[src/rtl/uriec_pkg.sv]
// Shared types, constants and helper functions for the URI percent encoder.
// Used by the front end, job queue, back end, top level and testbench; no dependencies.
package uriec_pkg;

   localparam logic [15:0] CHAR_PERCENT = 16'h0025;
   localparam logic [15:0] LEAD_FIRST   = 16'hD800;
   localparam logic [15:0] LEAD_LAST    = 16'hDBFF;
   localparam logic [15:0] TRAIL_FIRST  = 16'hDC00;
   localparam logic [15:0] TRAIL_LAST   = 16'hDFFF;
   localparam logic [20:0] SUPP_BASE    = 21'h10000;
   localparam logic [20:0] CP_MAX_1BYTE = 21'h00007F;
   localparam logic [20:0] CP_MAX_2BYTE = 21'h0007FF;
   localparam logic [20:0] CP_MAX_3BYTE = 21'h00FFFF;

   // Register byte addresses on the configuration port.
   localparam logic [3:0] ADDR_MAP_LOW  = 4'h0;
   localparam logic [3:0] ADDR_MAP_HIGH = 4'h8;

   typedef enum logic [1:0] {
      JOB_PASS,
      JOB_ERROR,
      JOB_ENCODE
   } job_kind_type;

   typedef enum logic [1:0] {
      PH_PERCENT,
      PH_HIGH,
      PH_LOW
   } phase_type;

   typedef struct packed {
      logic [1:0]      last_byte;
      logic [3:0][7:0] bytes;
   } utf8_type;

   typedef struct packed {
      job_kind_type    kind;
      logic [15:0]     pass_char;
      utf8_type        utf8;
      logic            string_last;
   } job_type;

   function automatic logic [15:0] hex_digit(input logic [3:0] v);
      logic [15:0] d;
      if (v < 4'd10) begin
         d = 16'h0030 + {12'd0, v};
      end else begin
         d = 16'h0037 + {12'd0, v};
      end
      return d;
   endfunction

   // UTF-8 bytes of a code point, first byte in slot 0.
   function automatic utf8_type encode_utf8(input logic [20:0] cp);
      utf8_type u;
      u.bytes = '0;
      if (cp <= CP_MAX_1BYTE) begin
         u.last_byte = 2'd0;
         u.bytes[0]  = {1'b0, cp[6:0]};
      end else if (cp <= CP_MAX_2BYTE) begin
         u.last_byte = 2'd1;
         u.bytes[0]  = {3'b110, cp[10:6]};
         u.bytes[1]  = {2'b10, cp[5:0]};
      end else if (cp <= CP_MAX_3BYTE) begin
         u.last_byte = 2'd2;
         u.bytes[0]  = {4'b1110, cp[15:12]};
         u.bytes[1]  = {2'b10, cp[11:6]};
         u.bytes[2]  = {2'b10, cp[5:0]};
      end else begin
         u.last_byte = 2'd3;
         u.bytes[0]  = {5'b11110, cp[20:18]};
         u.bytes[1]  = {2'b10, cp[17:12]};
         u.bytes[2]  = {2'b10, cp[11:6]};
         u.bytes[3]  = {2'b10, cp[5:0]};
      end
      return u;
   endfunction

endpackage

[src/rtl/uriec_if.sv]
// Valid/ready channel interfaces for code units in and encoded characters out.
// Depends on nothing; used by the top level, front end and back end.
interface uriec_req_if;
   logic        valid;
   logic        ready;
   logic [15:0] code_unit;
   logic        string_last;

   modport source (output valid, output code_unit, output string_last, input ready);
   modport sink   (input valid, input code_unit, input string_last, output ready);
endinterface

interface uriec_rsp_if;
   logic        valid;
   logic        ready;
   logic [15:0] out_char;
   logic        run_last;
   logic        string_end;
   logic        uri_error;

   modport source (output valid, output out_char, output run_last, output string_end,
                   output uri_error, input ready);
   modport sink   (input valid, input out_char, input run_last, input string_end,
                   input uri_error, output ready);
endinterface

[src/rtl/uriec_front.sv]
// Front end: accepts code units, tracks surrogate and discard state, and turns
// units into jobs for the back end. Depends on uriec_pkg and uriec_if.
module uriec_front (
   input  logic              clock,
   input  logic              reset,
   uriec_req_if.sink         req,
   input  logic [127:0]      unescaped_map,
   input  logic              queue_full,
   output logic              push_valid,
   output uriec_pkg::job_type push_job
);
   import uriec_pkg::*;

   logic [9:0] held_lead_ff, held_lead_in;
   logic       lead_pending_ff, lead_pending_in;
   logic       discarding_ff, discarding_in;

   logic        accept;
   logic        is_lead, is_trail, pass;
   logic [15:0] cu;
   logic        last;
   logic        job_valid;
   logic [20:0] cp;

   assign cu       = req.code_unit;
   assign last     = req.string_last;
   assign is_lead  = (cu >= LEAD_FIRST) && (cu <= LEAD_LAST);
   assign is_trail = (cu >= TRAIL_FIRST) && (cu <= TRAIL_LAST);
   assign pass     = (cu[15:7] == 9'd0) && unescaped_map[cu[6:0]];

   assign req.ready  = !queue_full;
   assign accept     = req.valid && !queue_full;
   assign push_valid = accept && job_valid;

   always_comb begin
      held_lead_in          = held_lead_ff;
      lead_pending_in       = lead_pending_ff;
      discarding_in         = discarding_ff;
      job_valid             = 1'b0;
      push_job.kind         = JOB_ENCODE;
      push_job.pass_char    = cu;
      push_job.string_last  = last;
      cp                    = {5'd0, cu};
      if (lead_pending_ff) begin
         cp = SUPP_BASE + {1'b0, held_lead_ff, cu[9:0]};
      end
      push_job.utf8 = encode_utf8(cp);

      if (discarding_ff) begin
         discarding_in = !last;
      end else if (lead_pending_ff) begin
         job_valid       = 1'b1;
         lead_pending_in = 1'b0;
         held_lead_in    = '0;
         if (!is_trail) begin
            push_job.kind = JOB_ERROR;
            discarding_in = !last;
         end
      end else if (pass) begin
         job_valid     = 1'b1;
         push_job.kind = JOB_PASS;
      end else if (is_trail || (is_lead && last)) begin
         job_valid     = 1'b1;
         push_job.kind = JOB_ERROR;
         discarding_in = !last;
      end else if (is_lead) begin
         lead_pending_in = 1'b1;
         held_lead_in    = cu[9:0];
      end else begin
         job_valid = 1'b1;
      end
   end

   always_ff @(posedge clock) begin
      if (reset) begin
         held_lead_ff    <= '0;
         lead_pending_ff <= 1'b0;
         discarding_ff   <= 1'b0;
      end else if (accept) begin
         held_lead_ff    <= held_lead_in;
         lead_pending_ff <= lead_pending_in;
         discarding_ff   <= discarding_in;
      end
   end

endmodule

[src/rtl/uriec_queue.sv]
// Short job queue between the front end and the back end.
// Depends on uriec_pkg for the job type.
module uriec_queue #(
   parameter int DEPTH = 4
) (
   input  logic               clock,
   input  logic               reset,
   input  logic               push,
   input  uriec_pkg::job_type push_job,
   input  logic               pop,
   output uriec_pkg::job_type head_job,
   output logic               full,
   output logic               empty
);
   import uriec_pkg::*;

   localparam int PTR_W = (DEPTH > 1) ? $clog2(DEPTH) : 1;
   localparam int CNT_W = $clog2(DEPTH + 1);

   job_type            mem_ff [DEPTH];
   logic [PTR_W-1:0]   wr_ptr_ff, wr_ptr_in;
   logic [PTR_W-1:0]   rd_ptr_ff, rd_ptr_in;
   logic [CNT_W-1:0]   count_ff, count_in;
   logic               do_push, do_pop;

   assign full     = (count_ff == CNT_W'(DEPTH));
   assign empty    = (count_ff == '0);
   assign do_push  = push && !full;
   assign do_pop   = pop && !empty;
   assign head_job = mem_ff[rd_ptr_ff];

   always_comb begin
      wr_ptr_in = wr_ptr_ff;
      rd_ptr_in = rd_ptr_ff;
      count_in  = count_ff;
      if (do_push) begin
         wr_ptr_in = (wr_ptr_ff == PTR_W'(DEPTH - 1)) ? '0 : wr_ptr_ff + 1'b1;
      end
      if (do_pop) begin
         rd_ptr_in = (rd_ptr_ff == PTR_W'(DEPTH - 1)) ? '0 : rd_ptr_ff + 1'b1;
      end
      if (do_push && !do_pop) begin
         count_in = count_ff + 1'b1;
      end else if (do_pop && !do_push) begin
         count_in = count_ff - 1'b1;
      end
   end

   always_ff @(posedge clock) begin
      if (reset) begin
         wr_ptr_ff <= '0;
         rd_ptr_ff <= '0;
         count_ff  <= '0;
      end else begin
         wr_ptr_ff <= wr_ptr_in;
         rd_ptr_ff <= rd_ptr_in;
         count_ff  <= count_in;
      end
   end

   always_ff @(posedge clock) begin
      if (do_push) begin
         mem_ff[wr_ptr_ff] <= push_job;
      end
   end

endmodule

[src/rtl/uriec_back.sv]
// Back end: serializes one job per queue entry into characters, one per cycle while
// the result channel is not stalled, behind a registered result channel. Depends on uriec_pkg and uriec_if.
module uriec_back (
   input  logic               clock,
   input  logic               reset,
   input  uriec_pkg::job_type head_job,
   input  logic               head_valid,
   output logic               pop,
   uriec_rsp_if.source        rsp
);
   import uriec_pkg::*;

   phase_type   phase_ff, phase_in;
   logic [1:0]  byte_sel_ff, byte_sel_in;

   logic        rsp_valid_ff, rsp_valid_in;
   logic [15:0] out_char_ff, out_char_in;
   logic        run_last_ff, run_last_in;
   logic        string_end_ff, string_end_in;
   logic        uri_error_ff, uri_error_in;

   logic        advance, emit, final_byte;
   logic [7:0]  cur_byte;

   // The output register may be refilled when empty or when its transfer completes.
   assign advance    = !rsp_valid_ff || rsp.ready;
   assign emit       = head_valid && advance;
   assign cur_byte   = head_job.utf8.bytes[byte_sel_ff];
   assign final_byte = (byte_sel_ff == head_job.utf8.last_byte);

   always_comb begin
      phase_in      = phase_ff;
      byte_sel_in   = byte_sel_ff;
      pop           = 1'b0;
      out_char_in   = out_char_ff;
      run_last_in   = run_last_ff;
      string_end_in = string_end_ff;
      uri_error_in  = uri_error_ff;
      rsp_valid_in  = advance ? head_valid : rsp_valid_ff;
      if (emit) begin
         uri_error_in = 1'b0;
         unique case (head_job.kind)
            JOB_PASS: begin
               out_char_in   = head_job.pass_char;
               run_last_in   = 1'b1;
               string_end_in = head_job.string_last;
               pop           = 1'b1;
            end
            JOB_ERROR: begin
               out_char_in   = '0;
               run_last_in   = 1'b1;
               string_end_in = 1'b1;
               uri_error_in  = 1'b1;
               pop           = 1'b1;
            end
            JOB_ENCODE: begin
               run_last_in   = 1'b0;
               string_end_in = 1'b0;
               unique case (phase_ff)
                  PH_PERCENT: begin
                     out_char_in = CHAR_PERCENT;
                     phase_in    = PH_HIGH;
                  end
                  PH_HIGH: begin
                     out_char_in = hex_digit(cur_byte[7:4]);
                     phase_in    = PH_LOW;
                  end
                  PH_LOW: begin
                     out_char_in = hex_digit(cur_byte[3:0]);
                     phase_in    = PH_PERCENT;
                     if (final_byte) begin
                        run_last_in   = 1'b1;
                        string_end_in = head_job.string_last;
                        byte_sel_in   = '0;
                        pop           = 1'b1;
                     end else begin
                        byte_sel_in = byte_sel_ff + 1'b1;
                     end
                  end
                  default: begin
                     phase_in = PH_PERCENT;
                  end
               endcase
            end
            default: begin
               pop = 1'b1;
            end
         endcase
      end
   end

   always_ff @(posedge clock) begin
      if (reset) begin
         phase_ff     <= PH_PERCENT;
         byte_sel_ff  <= '0;
         rsp_valid_ff <= 1'b0;
      end else begin
         phase_ff     <= phase_in;
         byte_sel_ff  <= byte_sel_in;
         rsp_valid_ff <= rsp_valid_in;
      end
   end

   always_ff @(posedge clock) begin
      out_char_ff   <= out_char_in;
      run_last_ff   <= run_last_in;
      string_end_ff <= string_end_in;
      uri_error_ff  <= uri_error_in;
   end

   assign rsp.valid      = rsp_valid_ff;
   assign rsp.out_char   = out_char_ff;
   assign rsp.run_last   = run_last_ff;
   assign rsp.string_end = string_end_ff;
   assign rsp.uri_error  = uri_error_ff;

endmodule

[src/rtl/uri_percent_encoder_top.sv]
// URI percent encoder, UTF-16 code units in, percent-encoded characters out.
// Each unit's job passes through the job queue and the back end output register.
// Throughput: one code unit per cycle while units pass unescaped and the queue is
// not full; an encoded unit holds the serializer for 3, 6, 9 or 12 characters, and
// the job queue (QUEUE_DEPTH entries) lets the front keep accepting meanwhile.
// Reset clears surrogate/discard state, the queue, the output and both maps.
module uri_percent_encoder_top #(
   parameter int QUEUE_DEPTH = 4
) (
   input  logic        clock,
   input  logic        reset,
   uriec_req_if.sink   req_chan,
   uriec_rsp_if.source rsp_chan,
   input  logic        csr_psel,
   input  logic        csr_penable,
   input  logic        csr_pwrite,
   input  logic [3:0]  csr_paddr,
   input  logic [63:0] csr_pwdata,
   output logic [63:0] csr_prdata,
   output logic        csr_pready
);
   import uriec_pkg::*;

   logic [63:0] map_low_ff, map_high_ff;
   logic        csr_write;

   logic        push_valid, queue_full, queue_empty, pop;
   job_type     push_job, head_job;

   // Only address bit 3 selects a register; the low bits are ignored.
   assign csr_pready = 1'b1;
   assign csr_write  = csr_psel && csr_penable && csr_pwrite;
   assign csr_prdata = (csr_paddr[3] == ADDR_MAP_HIGH[3]) ? map_high_ff : map_low_ff;

   always_ff @(posedge clock) begin
      if (reset) begin
         map_low_ff  <= '0;
         map_high_ff <= '0;
      end else if (csr_write) begin
         if (csr_paddr[3] == ADDR_MAP_HIGH[3]) begin
            map_high_ff <= csr_pwdata;
         end else begin
            map_low_ff <= csr_pwdata;
         end
      end
   end

   uriec_front u_front (
      .clock         (clock),
      .reset         (reset),
      .req           (req_chan),
      .unescaped_map ({map_high_ff, map_low_ff}),
      .queue_full    (queue_full),
      .push_valid    (push_valid),
      .push_job      (push_job)
   );

   uriec_queue #(
      .DEPTH (QUEUE_DEPTH)
   ) u_queue (
      .clock    (clock),
      .reset    (reset),
      .push     (push_valid),
      .push_job (push_job),
      .pop      (pop),
      .head_job (head_job),
      .full     (queue_full),
      .empty    (queue_empty)
   );

   uriec_back u_back (
      .clock      (clock),
      .reset      (reset),
      .head_job   (head_job),
      .head_valid (!queue_empty),
      .pop        (pop),
      .rsp        (rsp_chan)
   );

endmodule

[src/flat_wrapper.sv]
// flat-port wrapper written by rule: the top's interface ports become plain ports
module uri_percent_encoder_top_flat import uriec_pkg::*;
#(
   parameter int QUEUE_DEPTH = 4
)
  (clock, reset, csr_psel, csr_penable, csr_pwrite, csr_paddr, csr_pwdata, csr_prdata, csr_pready, req_chan_valid, req_chan_code_unit, req_chan_string_last, req_chan_ready, rsp_chan_valid, rsp_chan_out_char, rsp_chan_run_last, rsp_chan_string_end, rsp_chan_uri_error, rsp_chan_ready);
  uriec_req_if req_chan_i ();
  uriec_rsp_if rsp_chan_i ();
  input  logic clock;
  input  logic reset;
  input  logic csr_psel;
  input  logic csr_penable;
  input  logic csr_pwrite;
  input  logic [3:0] csr_paddr;
  input  logic [63:0] csr_pwdata;
  output logic [63:0] csr_prdata;
  output logic csr_pready;
  input wire logic [$bits(req_chan_i.valid)-1:0] req_chan_valid;
  input wire logic [$bits(req_chan_i.code_unit)-1:0] req_chan_code_unit;
  input wire logic [$bits(req_chan_i.string_last)-1:0] req_chan_string_last;
  output wire logic [$bits(req_chan_i.ready)-1:0] req_chan_ready;
  output wire logic [$bits(rsp_chan_i.valid)-1:0] rsp_chan_valid;
  output wire logic [$bits(rsp_chan_i.out_char)-1:0] rsp_chan_out_char;
  output wire logic [$bits(rsp_chan_i.run_last)-1:0] rsp_chan_run_last;
  output wire logic [$bits(rsp_chan_i.string_end)-1:0] rsp_chan_string_end;
  output wire logic [$bits(rsp_chan_i.uri_error)-1:0] rsp_chan_uri_error;
  input wire logic [$bits(rsp_chan_i.ready)-1:0] rsp_chan_ready;
  assign req_chan_i.valid = req_chan_valid;
  assign req_chan_i.code_unit = req_chan_code_unit;
  assign req_chan_i.string_last = req_chan_string_last;
  assign req_chan_ready = req_chan_i.ready;
  assign rsp_chan_valid = rsp_chan_i.valid;
  assign rsp_chan_out_char = rsp_chan_i.out_char;
  assign rsp_chan_run_last = rsp_chan_i.run_last;
  assign rsp_chan_string_end = rsp_chan_i.string_end;
  assign rsp_chan_uri_error = rsp_chan_i.uri_error;
  assign rsp_chan_i.ready = rsp_chan_ready;
  uri_percent_encoder_top #(.QUEUE_DEPTH(QUEUE_DEPTH)) u_core (.clock(clock), .reset(reset), .req_chan(req_chan_i), .rsp_chan(rsp_chan_i), .csr_psel(csr_psel), .csr_penable(csr_penable), .csr_pwrite(csr_pwrite), .csr_paddr(csr_paddr), .csr_pwdata(csr_pwdata), .csr_prdata(csr_prdata), .csr_pready(csr_pready));
endmodule
[config.mk]
export PLATFORM = sky130hd
export DESIGN_NAME = uri_percent_encoder_top_flat
export DESIGN_NICKNAME = d
export VERILOG_FILES = /design/src/rtl/uriec_pkg.sv /design/src/rtl/uriec_if.sv /design/src/rtl/uriec_front.sv /design/src/rtl/uriec_queue.sv /design/src/rtl/uriec_back.sv /design/src/rtl/uri_percent_encoder_top.sv /design/src/flat_wrapper.sv
export SDC_FILE = /design/constraint.sdc
export NUM_CORES = 1
export LEC_CHECK = 0
export BUFFER_PORTS_ARGS = -buffer_cell sky130_fd_sc_hd__buf_2
export CORE_ASPECT_RATIO = 0.5
export CORE_MARGIN = 2
export CORE_UTILIZATION = 50
export CTS_CLUSTER_SIZE = 40
export DETAILED_ROUTE_END_ITERATION = 12
export GPL_TIMING_DRIVEN = 1
export PLACE_DENSITY = 0.75
export SKIP_CTS_REPAIR_TIMING = 1
export SLEW_MARGIN = 20
export SYNTH_ARGS = -nofsm -noshare
export SYNTH_HDL_FRONTEND = slang
export SYNTH_SLANG_ARGS = --single-unit
[constraint.sdc]
create_clock -name clock -period 4.75 [get_ports clock]
set_clock_uncertainty 0.05 [all_clocks]
set_input_delay 0.475 -clock clock [delete_from_list [all_inputs] [get_ports clock]]
set_output_delay 0.475 -clock clock [all_outputs]
set_load 0.1 [all_outputs]
* Yosys cells after proc, flatten, opt, wreduce, memory -nomap -nowiden
Memories as Yosys holds them, arrays and structs flattened. A register that Yosys moved wholly into a read port is not among the register bits.
Index checks and enable logic that the tools add are counted.
** Word-level totals
- Flip-flop bits (word level) :: 171
- RAM bits :: 212
- Input port bits :: 92
- Output and inout bits :: 86
- Logic and storage cells :: 150
- Memories kept :: 1
** Memory list
- u_core.u_queue.mem_ff :: words 4, width 53, rd ports 1, clocked after memory_dff 1, write ports 1, line uriec_queue.sv:20 : job_type mem_ff [DEPTH];
** Cells by class
- $add $sub $neg :: 10
- $lt $le $gt $ge :: 11
- Equal/unequal tests :: 11
- Multiplexer cells :: 61
- Bitwise logic cells :: 2
- Reduce and logical (&&, ||, !) cells :: 39
** Operator list (count)
- $pmux W16 S3 :: 2
- $mux W64 :: 1
- $mux W10 :: 4
- $ge A16 B16 Y1 const B :: 2
- $le A16 B16 Y1 const B :: 2
- $mux W16 :: 2
- $add A6 B4 Y7 const A :: 4
- $mux W1 :: 25
- $mux W2 :: 12
- $mux W24 :: 1
- $mux W8 :: 3
- $mux W22 :: 1
- $add A17 B20 Y21 const A :: 1
- $le A21 B11 Y1 const B :: 1
- $le A21 B16 Y1 const B :: 1
- $le A21 B7 Y1 const B :: 1
- $mux W21 :: 1
- $bmux W8 S2 :: 1
- $mux W7 :: 2
- $logic_and A1 B1 Y1 :: 13
- $reduce_and A2 Y1 :: 6
- $logic_not A9 Y1 :: 1
- $eq A2 B2 Y1 const B :: 4
- $lt A4 B4 Y1 const B :: 2
- 25 further kinds :: 41

* Depth between registers and ports, before layout
- Depth after elaboration :: 14
- Gate-level depth with buffers :: 17
- Depth with buffers taken out :: 11

* By module
Synthesis repeated with hierarchy kept, for this count alone.
** Second synthesis, totals
- Cells, all modules :: 1308
- Area, all modules :: 18118.6 um^2
** Modules (own cells, without submodules)
- uriec_queue :: instances 1, cells each 327, area each 8152.8 um^2, sequential area each 6546.3 um^2
- uri_percent_encoder_top :: instances 1, cells each 562, area each 6020.8 um^2, sequential area each 2562.5 um^2
- uriec_front :: instances 1, cells each 279, area each 2402.3 um^2, sequential area each 240.2 um^2
- uriec_back :: instances 1, cells each 140, area each 1542.7 um^2, sequential area each 670.6 um^2

* Least setup slack after synthesis
Ideal clock, no wire load.
- Kind :: register -> register
- Start point :: register with a tool-made name
- End point :: register u_core.u_back.out_char_ff[0] (netlist: u_core.u_back.rsp.out_char[0]) (enable)
- Library setup time :: 0.409 ns
- Arrival :: 3.594 ns
- Required time :: 4.291 ns
- Setup slack :: 0.696 ns
- Cell stages (with the launch flop) :: 11
- Path buffers :: 6
- Period minus slack after synthesis :: 4.054 ns
- Cell sequence :: dfxtp_1 -> buf_6 -> buf_6 -> buf_6 -> buf_2 -> buf_2 -> mux4_2 -> ha_1 -> clkbuf_1 -> nor4b_1 -> nor3_1
** RTL lines
- to (signal assigned) :: line uriec_back.sv:105 : out_char_ff <= out_char_in;
- to (decl) :: line uriec_back.sv:17 : logic [15:0] out_char_ff, out_char_in;

==> metrics.md <==
| Metric | Value |
|---|---|
| Clock-pin transition on the worst setup and hold timing paths | ~60 ps |
| Switch Pwr | 0.00290 W |
| Main synth FF type | edfxtp_1 |
| Fin crit share | 0.732 |
| Die Height | around 130 microns |
| Met1 WL | roughly 16 mm |
| Crit path time final | roughly 3500 ps |
| ANT nets after route | 0 |
| Critical path class | reg -> reg |
| Nets | 1,561 |
| Critical Path AT | 3870 ps |
| Post-Route WL | 41.1 mm |
| Fin cells | 1,912 |
| First-pass GRT wire length | 64.5 mm |
| Tot Pwr | 0.00889 W |
| Detail Route met3 WL | 3.00 mm |
| Starting Density | 0.511 |
| Mapped Cells | 1,310 |
| Rel. slew slack | 0.297 |
| Sw frac | 0.327 |
| Tightest Pin Transition | 1050 ps |
| Filler cell count | 2,500 |
| Syn Nets | 1,419 |
| Share of cells above drive strength 1 | 0.289 |
| WL met2 | 20.5 mm |
| RSZ-0062 raised after global routing | false |
| Post-synthesis cell type count | 69 |
| Slew Limit Fails | 0 |
| Cell area after synthesis | 0.0163 sq mm |
| Critical path launch point type | register |
| Number of hold violations in the final report | 0 |
| DR top layer | met4 |
| I/O Buffers | 173 |
| Root Buffer Master | clkbuf_16 |
| Seq. cell area | 0.00942 sq mm |
| Clk Latency, worst-skew pair | 530 ps |
| Core area | 0.0319 sq mm |
| Int Power | between 0.005 and 0.006 W |
| Sequential power share | 0.429 |
| Register area share after synthesis | 0.578 |
| Crit path max fanout | 10 |
| Max-Cap Viols | 0 |
| Vias in the first global route | 11,520 |
| Clock network power share | 0.313 |
| Total negative setup slack | 0 ps |
| Req. time, crit path | 5150 ps |
| Routability cong. | 0.852 |
| CTS Buf Count | 35 |
| Initial DRC Count | ~1,200 |
| Total track usage | 0.240 |
| Cell Pwr Density | 478 mW/mm^2 |
| Die W | 259 microns |
| Seq cells post-synth | around 370 |
| Final instance area | 0.0186 sq mm |
| Ys Warns | 0 |
| Max VDD drop | 0.279 mV |
| Post-synth EDFFs | around 210 |
| Initial antenna violation count | 2 |
| Area growth syn-to-layout | 14.1% |
| Combinational share of power | 0.258 |
| Multi-input gate area | 0.00636 sq mm |
| Run status | completed |
| H-tree levels | 2 |
| Avg WL per Cell | 21.5 microns |
| Fmax | 287 MHz |
| Final setup violation count | 0 |
| Ys async rst share | 0 |
| Worst hold margin | 136 ps |
| # clock sinks | 365 |
| GRT overflow | 0 |
| Placed Area | 0.0175 sq mm |
| Type of destination of the critical path | register |
| DRT Pass-1 Iters | 6 |
| Inst Count DP | 1,847 |
| Io pins | 178 |
| Num rows | between 40 and 50 |
| Largest net degree at the start of global routing | approximately 110 |
| Die area | 0.0342 sq mm |
| # DRC | 0 |
| Via count | about 11,000 |
| Tightest Hold Check Type | in -> reg |
| Avg Vias per Cell | approximately 5.9 |
| Bufs on Longest Clock Path | 3 |
| Mean Syn Cell Area | 12.4 sq um |
| CTS tree | built |
| HPWL after DPL | 27.0 mm |
| P_leak | 6.67 nW |
==> synth_stat cells (all sizes together), types with 3 or more instances <==
master / n / area share
and2: 21 / 0.0081
and3: 4 / 0.0016
inv: 24 / 0.0055
nand2b: 3 / 0.0012
a21o: 4 / 0.0018
a311oi: 5 / 0.0027
mux4: 85 / 0.12
mux2i: 18 / 0.011
ha: 16 / 0.012
a22o: 11 / 0.0061
and2b: 3 / 0.0015
nor2: 47 / 0.013
nand2: 284 / 0.066
dfxtp: 154 / 0.19
mux2: 76 / 0.052
nand3: 14 / 0.0043
a21oi: 145 / 0.045
xor2: 4 / 0.0021
nor2b: 3 / 0.0012
clkbuf: 69 / 0.018
a221o: 3 / 0.0018
nand3b: 4 / 0.0018
xnor2: 3 / 0.0016
buf: 22 / 0.010
a22oi: 16 / 0.0074
o22ai: 4 / 0.0015
a31oi: 7 / 0.0027
nor3: 9 / 0.0028
o21ai: 10 / 0.0031
edfxtp: 211 / 0.39
==> cell usage in the layout, fill, tap and decap left out, types with 7 or more instances in the layout <==
cell type / n
ha_1: 16
inv_1: 24
nand3_1: 14
mux2_2: 76
and2_1: 16
edfxtp_1: 211
clkbuf_16: 36
nor2_1: 43
nor3_1: 8
mux4_2: 79
dfxtp_1: 152
a22o_1: 9
mux2i_1: 18
buf_4: 23
buf_2: 172
a31oi_1: 7
a22oi_1: 16
clkbuf_1: 9
nand2_1: 283
o21ai_0: 10
a21oi_1: 144
==> path summary, 6_finish.rpt <==
| kind | start | slack [ps] | cells past startpoint | endpoint |
|---|---|---|---|---|
| max | register | 1270 | 12 | u_core.u_queue.count_ff[2] |
| min | req_chan_valid | 140 | 2 | u_core.u_front.discarding_ff |
| max reg2reg | register | 1270 | 12 | u_core.u_queue.count_ff[2] |
| min reg2reg | u_core.map_high_ff[58] | 420 | 2 | u_core.map_high_ff[58] |
==> cell type report <==
| cell class | instances | area share |
|---|---|---|
| Sequential cell | 365 | 0.507 |
| Multi-Input combinational cell | 830 | 0.342 |
| Inverter | 24 | 0.00484 |
| Timing Repair Buffer | 196 | 0.0562 |
| Tap cell | 432 | 0.0291 |
| Clock buffer | 47 | 0.0517 |
| Clock inverter | 16 | 0.00928 |
| Antenna cell | 2 | 0.000269 |
==> logic make-up (layout without fill, tap and decap cells) <==
kind of cell             Yosys count  in the layout  share of synthesized area
XOR/XNOR                           7              7                    0.00376
other                              1              3                   0.000230
buffers and inverters            115            283                     0.0340
adder cells (fa/ha/maj)           17             17                     0.0135
AND/OR/NAND/NOR                  402            402                      0.105
flip-flops                       365            365                      0.578
multiplexers                     179            179                      0.182
AO/OA/AOI/OAI                    224            224                     0.0833
==> metrics by stage <==
step | worst slack [ps] | utilization
after global routing | 1010 | 0.583
after floorplan | 696 | -
after detailed placement | 1290 | 0.547
final | 1270 | 0.583
after CTS | 1230 | 0.583
after global placement | 1310 | 0.547
==> sequential cells by signal, indices dropped and copies added (netlist names), 3 cells and up, named ones only <==
signal / count
u_core.u_back.rsp.out_char: 16
u_core.map_high_ff: 64
u_core.u_queue.count_ff: 3
u_core.map_low_ff: 64
u_core.u_front.held_lead_ff: 10
u_core.u_queue.mem_ff: 192
==> critical path, cell delays in order, from the launching register on <==
cell and delay [ps]:
dfxtp_2 470, buf_4 290, mux4_2 570, inv_1 80, ha_1 330, a21oi_2 190
inv_1 100, ha_1 170, inv_1 70, fa_1 430, xor2_1 180, or3_1 300
a21oi_1 160
==> per-layer routing <==
metal / GRT usage / vias up
met5: 0 / -
met4: 0.0757 / 0
met3: 0.0388 / 96
met2: 0.407 / 552
met1: 0.317 / 5608
li1: - / 5110
==> power by group through the flow <==
| stage | Sequential [W] | Clock, W | Combinational, W |
|---|---|---|---|
| 3_3_place_gp | 0.00387 | 0 | 0.00224 |
| 3_5_place_dp | 0.00389 | 0 | 0.00229 |
| 6_report | 0.00382 | 0.00279 | 0.00229 |
| 2_1_floorplan | 0.00444 | 0 | 0.00127 |
| 4_1_cts | 0.00382 | 0.00281 | 0.00230 |
| 5_1_grt | 0.00384 | 0.00294 | 0.00242 |
No activity file was read; power rests on OpenSTA's default activity.
